===== src/design/pwt_pkg.sv =====
// ----------------------------------------------------------------------------
// pwt_pkg
// Shared types and constants for the wire-format tokenizer.
// ----------------------------------------------------------------------------
package pwt_pkg;

	localparam logic [63:0] LENGTH_LIMIT = 64'd65535;
	localparam int unsigned QUEUE_DEPTH = 4;
	localparam int unsigned QPTR_W = $clog2(QUEUE_DEPTH);
	localparam int unsigned QCNT_W = $clog2(QUEUE_DEPTH + 1);

	typedef enum logic [2:0] {
		PH_KEY,
		PH_VARINT,
		PH_FIXED,
		PH_LENGTH,
		PH_PAYLOAD,
		PH_DROP
	} phase_t;

	typedef enum logic [2:0] {
		TK_VARINT  = 3'd0,
		TK_FIXED64 = 3'd1,
		TK_LENGTH  = 3'd2,
		TK_FIXED32 = 3'd3,
		TK_PAYLOAD = 3'd4,
		TK_END_OK  = 3'd5,
		TK_ERROR   = 3'd6
	} tok_kind_t;

	typedef enum logic [1:0] {
		EC_NONE      = 2'd0,
		EC_TRUNCATED = 2'd1,
		EC_BAD_WIRE  = 2'd2,
		EC_OVERLONG  = 2'd3
	} err_cause_t;

	localparam logic [2:0] WT_VARINT  = 3'd0;
	localparam logic [2:0] WT_FIXED64 = 3'd1;
	localparam logic [2:0] WT_LENGTH  = 3'd2;
	localparam logic [2:0] WT_FIXED32 = 3'd5;

	typedef struct packed {
		tok_kind_t  kind;
		logic [31:0] field;
		logic [2:0]  wtype;
		logic [63:0] value;
		err_cause_t  cause;
		logic        last;
	} token_t;

	// Up to two tokens produced by one byte
	typedef struct packed {
		logic   has_a;
		logic   has_b;
		token_t a;
		token_t b;
	} pair_t;

endpackage


===== src/design/protobuf_wire_tokenizer.sv =====
// ----------------------------------------------------------------------------
// protobuf_wire_tokenizer
// Protocol-buffer wire-format tokenizer, one message byte per transaction.
// ----------------------------------------------------------------------------
// Input channel: drive data_byte and end_of_buffer with push; a transaction
// completes on a clock edge with push high and full low. Mark the last byte of
// each message with end_of_buffer.
// Output channel: while empty is low the oldest token sits on the token ports;
// pulse pop to take it. run_last flags the final token caused by one byte.
// Each byte gives zero, one or two tokens (a value or payload token, then an
// end token on the last byte or an error token). A byte is taken every cycle
// while the token queue has room; its tokens are written into the queue as
// the byte is taken. Throughput is one byte and one token per cycle, so bytes
// that give two tokens fill the four-entry queue and full rises when pop lags.
// If the receiver stalls, tokens wait in the queue and full holds off input.
// After an error, bytes up to the message's last are dropped without tokens.
// Reset clears the queue and sets the parser to expect a field key.
// ----------------------------------------------------------------------------
module protobuf_wire_tokenizer (
	input  logic        clk,
	input  logic        arst_n,
	input  logic        push,
	output logic        full,
	input  logic [7:0]  data_byte,
	input  logic        end_of_buffer,
	output logic        empty,
	input  logic        pop,
	output logic [2:0]  token_kind,
	output logic [31:0] field_number,
	output logic [2:0]  wire_kind,
	output logic [63:0] field_value,
	output logic [1:0]  error_cause,
	output logic        run_last
);
	import pwt_pkg::*;

	pair_t  wr_pair;
	pair_t  head_pair;
	token_t tok;
	logic   q_push;
	logic   q_full;
	logic   q_pop;
	logic   q_empty;

	pwt_front u_front (
		.clk          (clk),
		.arst_n       (arst_n),
		.push         (push),
		.full         (full),
		.data_byte    (data_byte),
		.end_of_buffer(end_of_buffer),
		.q_push       (q_push),
		.q_full       (q_full),
		.q_data       (wr_pair)
	);

	pwt_queue u_queue (
		.clk    (clk),
		.arst_n (arst_n),
		.wr_en  (q_push),
		.wr_data(wr_pair),
		.q_full (q_full),
		.rd_en  (q_pop),
		.rd_data(head_pair),
		.q_empty(q_empty)
	);

	pwt_back u_back (
		.clk    (clk),
		.arst_n (arst_n),
		.head   (head_pair),
		.q_empty(q_empty),
		.q_pop  (q_pop),
		.empty  (empty),
		.pop    (pop),
		.token  (tok)
	);

	assign token_kind   = tok.kind;
	assign field_number = tok.field;
	assign wire_kind    = tok.wtype;
	assign field_value  = tok.value;
	assign error_cause  = tok.cause;
	assign run_last     = tok.last;

endmodule


===== src/design/pwt_front.sv =====
// ----------------------------------------------------------------------------
// pwt_front
// Byte parser: tracks the field state and turns each byte into up to two tokens.
// ----------------------------------------------------------------------------
module pwt_front (
	input  logic          clk,
	input  logic          arst_n,
	input  logic          push,
	output logic          full,
	input  logic [7:0]    data_byte,
	input  logic          end_of_buffer,
	output logic          q_push,
	input  logic          q_full,
	output pwt_pkg::pair_t q_data
);
	import pwt_pkg::*;

	phase_t      phase_q, ph_n;
	logic [63:0] acc_q, acc_n;
	logic [3:0]  idx_q, idx_n;
	logic [31:0] fld_q, fld_n;
	logic [2:0]  wire_q, wire_n;
	logic [15:0] left_q, left_n;

	logic        accept;
	logic [3:0]  idx_c;
	logic [5:0]  vshift;
	logic [63:0] vpiece;
	logic [63:0] vacc;
	logic        vdone;
	logic        vover;
	logic [2:0]  fidx;
	logic [63:0] facc;
	logic [3:0]  fcnt;
	logic [3:0]  fneed;
	logic [15:0] left_d;
	logic        go_key;
	err_cause_t  err;
	pair_t       pr;

	assign full   = q_full;
	assign accept = push && !q_full;

	always_comb begin
		idx_c  = (idx_q > 4'd9) ? 4'd9 : idx_q;
		vshift = {2'b00, idx_c} * 6'd7;
		vpiece = {57'd0, data_byte[6:0]} << vshift;
		vacc   = acc_q | vpiece;
		vdone  = !data_byte[7];
		vover  = data_byte[7] && (idx_c == 4'd9);
		fidx   = idx_q[2:0];
		facc   = acc_q | ({56'd0, data_byte} << {fidx, 3'b000});
		fcnt   = {1'b0, fidx} + 4'd1;
		fneed  = (wire_q == WT_FIXED64) ? 4'd8 : 4'd4;
		left_d = (left_q != 16'd0) ? left_q - 16'd1 : 16'd0;
	end

	always_comb begin
		ph_n   = phase_q;
		acc_n  = acc_q;
		idx_n  = idx_q;
		fld_n  = fld_q;
		wire_n = wire_q;
		left_n = left_q;
		go_key = 1'b0;
		err    = EC_NONE;
		pr     = '0;

		case (phase_q)
			PH_DROP: begin
				if (end_of_buffer) go_key = 1'b1;
			end
			PH_KEY: begin
				if (vover) begin
					err = EC_OVERLONG;
				end else if (vdone) begin
					fld_n  = vacc[34:3];
					wire_n = vacc[2:0];
					acc_n  = '0;
					idx_n  = '0;
					case (vacc[2:0])
						WT_VARINT:  ph_n = PH_VARINT;
						WT_FIXED64: ph_n = PH_FIXED;
						WT_FIXED32: ph_n = PH_FIXED;
						WT_LENGTH:  ph_n = PH_LENGTH;
						default:    err  = EC_BAD_WIRE;
					endcase
				end else begin
					acc_n = vacc;
					idx_n = idx_c + 4'd1;
				end
			end
			PH_VARINT: begin
				if (vover) begin
					err = EC_OVERLONG;
				end else if (vdone) begin
					pr.has_a   = 1'b1;
					pr.a.kind  = TK_VARINT;
					pr.a.field = fld_q;
					pr.a.wtype = wire_q;
					pr.a.value = vacc;
					go_key     = 1'b1;
				end else begin
					acc_n = vacc;
					idx_n = idx_c + 4'd1;
				end
			end
			PH_FIXED: begin
				if (fcnt >= fneed) begin
					pr.has_a   = 1'b1;
					pr.a.kind  = (fneed == 4'd8) ? TK_FIXED64 : TK_FIXED32;
					pr.a.field = fld_q;
					pr.a.wtype = wire_q;
					pr.a.value = facc;
					go_key     = 1'b1;
				end else begin
					acc_n = facc;
					idx_n = fcnt;
				end
			end
			PH_LENGTH: begin
				if (vover) begin
					err = EC_OVERLONG;
				end else if (vdone) begin
					if (vacc > LENGTH_LIMIT) begin
						err = EC_OVERLONG;
					end else begin
						pr.has_a   = 1'b1;
						pr.a.kind  = TK_LENGTH;
						pr.a.field = fld_q;
						pr.a.wtype = wire_q;
						pr.a.value = vacc;
						if (vacc == 64'd0) begin
							go_key = 1'b1;
						end else begin
							left_n = vacc[15:0];
							acc_n  = '0;
							idx_n  = '0;
							ph_n   = PH_PAYLOAD;
						end
					end
				end else begin
					acc_n = vacc;
					idx_n = idx_c + 4'd1;
				end
			end
			default: begin
				pr.has_a   = 1'b1;
				pr.a.kind  = TK_PAYLOAD;
				pr.a.field = fld_q;
				pr.a.wtype = wire_q;
				pr.a.value = {56'd0, data_byte};
				left_n     = left_d;
				if (left_d == 16'd0) go_key = 1'b1;
			end
		endcase

		if (phase_q != PH_DROP) begin
			if (err == EC_NONE && end_of_buffer) begin
				if (go_key || (ph_n == PH_KEY && idx_n == 4'd0)) begin
					pr.has_b  = 1'b1;
					pr.b.kind = TK_END_OK;
				end else begin
					err = EC_TRUNCATED;
				end
			end
			if (err != EC_NONE) begin
				pr.has_b   = 1'b1;
				pr.b.kind  = TK_ERROR;
				pr.b.field = fld_n;
				pr.b.wtype = wire_n;
				pr.b.cause = err;
			end
			if (err != EC_NONE || end_of_buffer) go_key = 1'b1;
		end

		pr.a.last = !pr.has_b;
		pr.b.last = 1'b1;

		if (go_key) begin
			ph_n   = PH_KEY;
			acc_n  = '0;
			idx_n  = '0;
			fld_n  = '0;
			wire_n = '0;
			left_n = '0;
		end
		if (phase_q != PH_DROP && err != EC_NONE && !end_of_buffer) ph_n = PH_DROP;
	end

	assign q_push = accept && (pr.has_a || pr.has_b);
	assign q_data = pr;

	always_ff @(posedge clk or negedge arst_n) begin
		if (!arst_n) begin
			phase_q <= PH_KEY;
			acc_q   <= '0;
			idx_q   <= '0;
			fld_q   <= '0;
			wire_q  <= '0;
			left_q  <= '0;
		end else if (accept) begin
			phase_q <= ph_n;
			acc_q   <= acc_n;
			idx_q   <= idx_n;
			fld_q   <= fld_n;
			wire_q  <= wire_n;
			left_q  <= left_n;
		end
	end

endmodule


===== src/design/pwt_queue.sv =====
// ----------------------------------------------------------------------------
// pwt_queue
// Short queue of token pairs between the parser and the output side.
// ----------------------------------------------------------------------------
module pwt_queue (
	input  logic           clk,
	input  logic           arst_n,
	input  logic           wr_en,
	input  pwt_pkg::pair_t wr_data,
	output logic           q_full,
	input  logic           rd_en,
	output pwt_pkg::pair_t rd_data,
	output logic           q_empty
);
	import pwt_pkg::*;

	pair_t              slots_q [QUEUE_DEPTH];
	logic [QPTR_W-1:0]  wptr_q;
	logic [QPTR_W-1:0]  rptr_q;
	logic [QCNT_W-1:0]  count_q;
	logic               do_wr;
	logic               do_rd;

	assign q_full  = (count_q == QCNT_W'(QUEUE_DEPTH));
	assign q_empty = (count_q == '0);
	assign do_wr   = wr_en && !q_full;
	assign do_rd   = rd_en && !q_empty;
	assign rd_data = slots_q[rptr_q];

	always_ff @(posedge clk) begin
		if (do_wr) slots_q[wptr_q] <= wr_data;
	end

	always_ff @(posedge clk or negedge arst_n) begin
		if (!arst_n) begin
			wptr_q  <= '0;
			rptr_q  <= '0;
			count_q <= '0;
		end else begin
			if (do_wr) wptr_q <= (wptr_q == QPTR_W'(QUEUE_DEPTH - 1)) ? '0 : wptr_q + 1'b1;
			if (do_rd) rptr_q <= (rptr_q == QPTR_W'(QUEUE_DEPTH - 1)) ? '0 : rptr_q + 1'b1;
			case ({do_wr, do_rd})
				2'b10:   count_q <= count_q + 1'b1;
				2'b01:   count_q <= count_q - 1'b1;
				default: count_q <= count_q;
			endcase
		end
	end

endmodule


===== src/design/pwt_back.sv =====
// ----------------------------------------------------------------------------
// pwt_back
// Output side: unpacks each queued pair into one token per transaction.
// ----------------------------------------------------------------------------
module pwt_back (
	input  logic           clk,
	input  logic           arst_n,
	input  pwt_pkg::pair_t head,
	input  logic           q_empty,
	output logic           q_pop,
	output logic           empty,
	input  logic           pop,
	output pwt_pkg::token_t token
);
	import pwt_pkg::*;

	logic second_q;
	logic use_b;
	logic final_tok;
	logic take;

	assign use_b     = second_q || !head.has_a;
	assign final_tok = use_b || !head.has_b;
	assign token     = use_b ? head.b : head.a;
	assign empty     = q_empty;
	assign take      = pop && !q_empty;
	assign q_pop     = take && final_tok;

	always_ff @(posedge clk or negedge arst_n) begin
		if (!arst_n) begin
			second_q <= 1'b0;
		end else if (take) begin
			second_q <= !final_tok;
		end
	end

endmodule


===== config.mk =====
export PLATFORM = sky130hd
export DESIGN_NAME = protobuf_wire_tokenizer
export DESIGN_NICKNAME = d
export VERILOG_FILES = /design/src/design/pwt_pkg.sv /design/src/design/protobuf_wire_tokenizer.sv /design/src/design/pwt_front.sv /design/src/design/pwt_queue.sv /design/src/design/pwt_back.sv
export SDC_FILE = /design/constraint.sdc
export NUM_CORES = 1
export LEC_CHECK = 0
export BUFFER_PORTS_ARGS = -buffer_cell sky130_fd_sc_hd__buf_2
export CELL_PAD_IN_SITES_DETAIL_PLACEMENT = 1
export CELL_PAD_IN_SITES_GLOBAL_PLACEMENT = 1
export CORE_MARGIN = 2
export CORE_UTILIZATION = 54
export CTS_BUF_LIST = sky130_fd_sc_hd__clkbuf_8
export DETAILED_ROUTE_END_ITERATION = 7
export PLACE_DENSITY_LB_ADDON = 0.05
export SLEW_MARGIN = 20
export SYNTH_ARGS = -nofsm -noshare
export SYNTH_HDL_FRONTEND = slang
export SYNTH_SLANG_ARGS = --single-unit
export TNS_END_PERCENT = 20

===== constraint.sdc =====
create_clock -name clk -period 10.8 [get_ports clk]
set_input_delay 1.08 -clock clk [delete_from_list [all_inputs] [get_ports clk]]
set_output_delay 1.08 -clock clk [all_outputs]
set_load 0.02 [all_outputs]

==> reports/metrics.yaml, run 1 <==
outcome:
  outcome: "complete, no violations"
timing:
  rsz0062_at_grt: "no"
  period_share_pct: 83.19
  finalSetupViolCount: 0
  finalMaxSlewViolations: 0
  fin_skew_ns: 0.04048
  fin_crit_ns: 8.984
  finalSetupTns_ns: 0
  fmax_ghz: 0.1113
  tightest_slew_ns: 1.285
  relSlewSlack_pct: 14.36
  hold_viol_final: 0
pwr:
  comb_power_share_pct: 39.8
  peakVddDrop_uv: 175.0
  power_density_nw_per_um2: 274.9
  p_sw_w: 0.003852
  power_switching_share_pct: 38.81
  internal_power_w: 0.006074
  p_seq_share_pct: 37.9
  clkPwrFrac_pct: 22.3
  leakagePower_nw: 13.04
critical_path:
  start_kind: "flop"
  worstSetupPathType: "flop to flop"
  required_ns: 11.14
  arrival_ns: 9.32
  end_kind: "flop"
  crit_fanout: 33
final_layout:
  nFillCells: 5510
  instances_no_fill: 3223
  seqCellArea_um2: 20560
  drive_gt1_share_pct: 23.28
  area_delta_synth_final_pct: 11.56
  multi_input_area_um2: 11060
  layout.nets: 2385
detailed_routing:
  drc: 0
  dr.first_iter.drc_count: 2259
  first_pass_iters: 5
  wl_mm: 105.7
  viasPerCell: 6.906
  ant_nets: 0
  vias: 22260
  wl_per_cell_um: 32.80
global_route:
  grt_pass1_wl_mm: 157.1
  grt_max_degree: 79
  grt_use_total_pct: 34.24
  overflow: 0
  antenna_found_initial: 3
  first_global_vias: 23330
clocking:
  clock_latency_ns: 0.73
  cts_tree: "yes"
  cts_resized: 0
  cts_buffers: 110
  clock_sinks: 706
  htree_levels: 3
  post-cts-setup-buffer-count: 0
  clk_pin_slew_worst_paths_ns: 0.06
  root_buffer: "clkbuf_8"
  cts_hold_buf: 0
  cts.path.max_buffers: 3
die:
  rows: 89
  dieArea_um2: 61900
  core_um2: 59130
  io_pins: 120
  dieWidth_um: 248.8
  die_y_um: 248.8
  start_util_pct: 54.73
yosys:
  synth.area.top_cells: "edfxtp_1 (53%), dfrtp_1 (10%), mux4_2 (10%)"
  ys_warn_count: 0
  syn_inst: 2224
  ys_seq_elements: 706
  syn_nets: 2257
  syn_area_per_cell_um2: 14.55
  synthArstFlopShare_pct: 18.41
  netlist_area_um2: 32360
  synth_ff_type: "edfxtp_1"
  synth.distinct_cells: 92
  yosys.area.top_type: "edfxtp_1"
  synth_edf_count: 576
  ys_seq_area_share_pct: 63.50
  yosysTopAreaCellShare_pct: 53.45
  yosysMostFrequentCell: "edfxtp_1"
  synth_common_cells: "edfxtp_1 (576), mux4_2 (144), a21oi_1 (130), dfrtp_1 (130), clkbuf_1 (119)"
flow_run:
  cap_viol_max_count: 0
placement:
  post-dp-hpwl_mm: 67.57
  gp_congestion: 0.9730
  dp.cells: 3013
  numPortBuffers: 119
hold_path:
  hold_path_class: "input port to asynchronous set/reset pin"
[sequential cells by signal, indices dropped and copies added (netlist names)]
signal           count
u_queue.rptr_q       2
u_front.phase_q      3
u_front.left_q      16
u_back.second_q      1
u_queue.wptr_q       2
u_front.wire_q       3
u_front.fld_q       32
u_queue.slots_q    576
u_front.acc_q       64
u_queue.count_q      3
u_front.idx_q        4
[per-layer routing]
layer	vias up	track usage, %	share of wire (%)
li1	9164	-	-
met1	11750	47.92	41
met2	1147	55.36	48
met3	193	5.277	8.0
met4	2	11.74	3.0
met5	-	0	0.011
[power groups by stage]
stage	combinational [W]	clock (W)	sequential [W]
6_report	0.00395	0.00222	0.00376
5_1_grt	0.00415	0.00236	0.00380
4_1_cts	0.00395	0.00224	0.00376
3_5_place_dp	0.00391	0	0.00381
3_3_place_gp	0.00383	0	0.00376
2_1_floorplan	0.00260	0	0.00373
[critical path, cell delays in order (launching register included)]
cell and delay, ns:
dfrtp_1 0.81, clkinv_1 0.48, ha_1 0.36, o21bai_4 0.28
nand2_2 0.26, nand2_2 0.25, fa_1 0.48, fa_1 0.94
nor2_1 0.21, a22o_1 0.28, a32o_1 0.36, a21oi_1 0.48
nor4bb_1 0.26, nand4_1 0.20, or4_1 0.67, a21o_2 0.51
o211a_1 0.26, a21oi_2 0.34, and2_4 0.59, buf_4 0.52
[area by class of cell]
cell class / count / share of cell area, %
multi-input cells: 1310 / 30.62
inverters: 40 / 0.4159
repair buffers: 184 / 3.296
flip-flops and latches: 706 / 56.94
well taps: 773 / 2.679
clock buffers: 128 / 4.880
clock inverters: 80 / 1.154
diodes: 2 / 0.01386
[cells in the final DEF, fill, tap and decap left out, types with 8 or more instances in the layout]
master,count
nand3_1,21
nor4_1,13
ha_1,17
nor2b_1,113
a211oi_1,39
nand2b_1,11
clkbuf_8,128
a22oi_1,17
mux2_2,44
and3_1,12
o211ai_1,11
a22o_1,67
buf_4,57
clkinv_1,18
a32o_1,8
nor3_1,22
a21oi_1,128
buf_2,118
buf_12,8
dfrtp_1,128
or3_1,8
edfxtp_1,576
a31oi_1,25
o22ai_1,95
mux4_2,144
a21o_1,18
o21ai_0,56
or2_2,8
mux2i_1,12
nor2_1,107
inv_1,82
and2_1,8
o2bb2ai_1,46
clkinv_2,10
xnor2_1,11
nand2_1,87
[cells by family (layout without fill, tap and decap cells)]
| group | after synthesis | count (layout) | synth area share (%) |
|---|---|---|---|
| AO/OA/AOI/OAI | 611 | 611 | 13.26 |
| XOR/XNOR | 16 | 16 | 0.4330 |
| adder cells (fa/ha/maj) | 20 | 20 | 0.8428 |
| buffers and inverters | 208 | 432 | 2.548 |
| flip-flops | 706 | 706 | 63.50 |
| multiplexers | 200 | 200 | 11.92 |
| other | 0 | 2 | 0 |
| AND/OR/NAND/NOR | 463 | 463 | 7.497 |
[worst paths after layout]
path / startpoint / endpoint / slack [ns] / cells past startpoint
worst max-delay path: u_front.idx_q[1] / u_queue.slots_q[3][88] / 1.82 / 19
worst min-delay path: arst_n / u_front.left_q[5] / 0.30 / 1
worst max register to register: u_front.idx_q[1] / u_queue.slots_q[3][88] / 1.82 / 19
worst min register to register: u_queue.count_q[2] / u_queue.count_q[2] / 0.50 / 1
max in group asynchronous: arst_n / u_front.fld_q[22] / 8.64 / 3
min in group clk: u_queue.count_q[2] / u_queue.count_q[2] / 0.50 / 1
[per-stage QoR]
stage	utilization (%)	worst slack (ns)	power (W)	hold slack, ns	cell area, um2
floorplan	-	1.055	0.006329	0.4481	32360
global placement	57.35	2.314	0.007597	0.4634	33910
detailed placement	57.36	1.997	0.007717	0.4846	33920
CTS	61.05	1.962	0.009951	0.2662	36100
global route	61.05	1.383	0.01031	0.3069	36100
finish	61.06	1.816	0.009927	0.2966	36100
(Power assumes the default switching activity.)
==> run 2, diff against run 1 <==
--- a/config.mk
+++ b/config.mk
@@ -9,7 +9,7 @@
 export CELL_PAD_IN_SITES_DETAIL_PLACEMENT = 1
 export CELL_PAD_IN_SITES_GLOBAL_PLACEMENT = 1
 export CORE_MARGIN = 2
-export CORE_UTILIZATION = 54
+export CORE_UTILIZATION = 49
 export CTS_BUF_LIST = sky130_fd_sc_hd__clkbuf_8
 export DETAILED_ROUTE_END_ITERATION = 7
 export PLACE_DENSITY_LB_ADDON = 0.05
==> constraint.sdc (replaced) <==
create_clock -name clk -period 7.58 [get_ports clk]
set_input_delay 0.758 -clock clk [delete_from_list [all_inputs] [get_ports clk]]
set_output_delay 0.758 -clock clk [all_outputs]
set_load 0.02 [all_outputs]
==> run 2 against run 1 <==
  * Clock power increased by 49%
  * First-iteration DRC count rose by 5.7%
  * Via count down 1.8%
  * Highest routed layer unchanged
==> reports/metrics.yaml, run 2 (same netlist as run 1, synthesis figures left out) <==
pwr:
  p_sw_w: 0.005395  # +40%
  power_switching_share_pct: 37.66  # -1.1 points
  leakagePower_nw: 13.48  # +3.4%
  peakVddDrop_uv: 418.3  # +140%
  comb_power_share_pct: 39.8  # about the same
  power_density_nw_per_um2: 386.7  # +41%
  p_seq_share_pct: 37.2  # -0.7 points
  clkPwrFrac_pct: 23.0  # +0.7 points
  internal_power_w: 0.008930  # +47%
global_route:
  overflow: 0  # unchanged
  grt_use_total_pct: 30.25  # -4.0 points
  first_global_vias: 22850  # -2.0%
  antenna_found_initial: 2  # -1
  grt_max_degree: 93  # +18%
  grt_pass1_wl_mm: 152.1  # -3.2%
final_layout:
  drive_gt1_share_pct: 25.62  # +2.3 points
  layout.nets: 2454  # +2.9%
  area_delta_synth_final_pct: 14.48
  seqCellArea_um2: 20560  # unchanged
  regMostFlops: "u_queue.slots_q"
  largest_reg_flops: 576  # unchanged
  multi_input_area_um2: 11050  # about the same
  nFillCells: 6266  # +14%
  utilization_pct: 56.45  # -4.6 points
  mostFrequentLayoutCells: "edfxtp_1 (576), mux4_2 (144), clkbuf_8 (131), a21oi_1 (128), dfrtp_1 (128)"
  top_regs: "u_queue.slots_q: 576 flops, u_front.acc_q: 64 flops, u_front.fld_q: 32 flops"
  final_area_um2: 37050  # +2.6%
  mostFrequentLayoutCell: "edfxtp_1"
critical_path:
  arrival_ns: 7.50  # -1.82 ns
  end_kind: "flop"
  crit_fanout: 14  # -58%
  required_ns: 7.98  # -3.16 ns
  start_kind: "flop"
  worstSetupPathType: "flop to flop"
clocking:
  post-cts-setup-buffer-count: 0  # unchanged
  cts_resized: 0  # unchanged
  htree_levels: 3  # unchanged
  root_buffer: "clkbuf_8"
  cts_buffers: 113  # +2.7%
  cts.path.max_buffers: 3  # unchanged
  clock_latency_ns: 0.73  # about the same
  clock_sinks: 706  # unchanged
  clk_pin_slew_worst_paths_ns: 0.06  # about the same
  cts_tree: "yes"
  cts_hold_buf: 0  # unchanged
die:
  start_util_pct: 49.31  # -5.4 points
  core_um2: 65630  # +11%
  io_pins: 120  # unchanged
  dieArea_um2: 68120  # +10%
  die_y_um: 261.0  # +4.9%
  rows: 94  # +5.6%
  dieWidth_um: 261.0  # +4.9%
timing:
  finalSetupTns_ns: 0  # unchanged
  period_share_pct: 93.61  # +10 points
  hold_viol_final: 0  # unchanged
  tightest_slew_ns: 1.113  # -0.1719 ns
  fin_crit_ns: 7.096  # -1.889 ns
  fin_ws_ns: 0.4845  # -1.331 ns
  fin_skew_ns: 0.04894  # +0.008457 ns
  rsz0062_at_grt: "no"
  finalMaxSlewViolations: 0  # unchanged
  finalSetupViolCount: 0  # unchanged
  fmax_ghz: 0.1409  # +27%
  relSlewSlack_pct: 25.81  # +11 points
detailed_routing:
  wl_mm: 101.9  # -3.7%
  viasPerCell: 6.455  # -6.5%
  vias: 21850  # -1.8%
  ant_nets: 0  # unchanged
  dr.first_iter.drc_count: 2388  # +5.7%
  wl_per_cell_um: 30.09  # -8.3%
  drc: 0  # unchanged
  first_pass_iters: 5  # unchanged
placement:
  gp_congestion: 1.002  # +3.0%
  dpl_cell_area_um2: 34740  # +2.4%
  post-dp-hpwl_mm: 66.97  # -0.88%
  numPortBuffers: 119  # unchanged
  dp_slack_ns: 0.5964  # -1.401 ns
outcome:
  outcome: "complete, no violations"
flow_run:
  cap_viol_max_count: 0  # unchanged
hold_path:
  hold_path_class: "input port to asynchronous set/reset pin"
run 2: per-layer routing:
| metal | track usage (%) | up-vias | share of wire, % |
|---|---|---|---|
| li1 | - | 9314 | - |
| met1 | 43.65 | 11500 | 44 |
| met2 | 47.20 | 867 | 47 |
| met3 | 5.372 | 167 | 6.6 |
| met4 | 9.501 | 2 | 2.5 |
| met5 | 0 | - | 0.013 |
run 2: worst paths after layout:
check	start	cells past startpoint	slack (ns)	end
max	u_front.idx_q[0]	22	0.48	u_queue.slots_q[1][37]
min	arst_n	1	0.10	u_back.second_q
max reg2reg	u_front.idx_q[0]	22	0.48	u_queue.slots_q[1][37]
min reg2reg	u_queue.count_q[2]	1	0.49	u_queue.count_q[2]
max in group asynchronous	arst_n	2	5.99	u_front.acc_q[11]
min in group clk	pop	3	0.29	u_back.second_q
run 2: final cells by class:
| type | count | area share [%] |
|---|---|---|
| sequential | 706 | 55.49 |
| multi-input combinational | 1310 | 29.82 |
| timing repair buffer | 250 | 5.157 |
| clock buffer | 131 | 4.867 |
| tap | 864 | 2.918 |
| clock inverter | 81 | 1.327 |
| inverter | 40 | 0.4053 |
| antenna | 3 | 0.02026 |
run 2: per-stage QoR:
stage          std cells  power [W]  hold slack [ns]
2_1_floorplan       2224   0.008969           0.4481
6_report            3385    0.01433           0.1007
4_1_cts             3382    0.01448          0.09126
3_3_place_gp        3170    0.01100           0.4697
5_1_grt             3383    0.01500           0.1440
3_5_place_dp        3170    0.01115           0.4700
run 2: power groups by stage:
stage | registers (W) | logic [W] | clock network [W]
6_report | 0.00532 | 0.00570 | 0.00330
3_3_place_gp | 0.00536 | 0.00565 | 0
3_5_place_dp | 0.00540 | 0.00575 | 0
5_1_grt | 0.00538 | 0.00610 | 0.00352
2_1_floorplan | 0.00526 | 0.00371 | 0
4_1_cts | 0.00533 | 0.00577 | 0.00337
run 2: critical path, stage by stage, from the launching register on:
cell and delay, ns:
dfrtp_1 0.61, inv_1 0.12, ha_1 0.26, o21bai_4 0.28, nand2_2 0.12, nand2_2 0.13
fa_1 0.46, fa_1 0.61, buf_4 0.22, nor2_1 0.13, a22o_1 0.26, a32o_1 0.39
a21oi_1 0.39, nor4bb_1 0.31, nand4_1 0.19, or4_1 0.65, a21o_2 0.31, o211a_1 0.16
a21oi_2 0.21, buf_4 0.18, and2_4 0.34, buf_12 0.24, buf_4 0.18
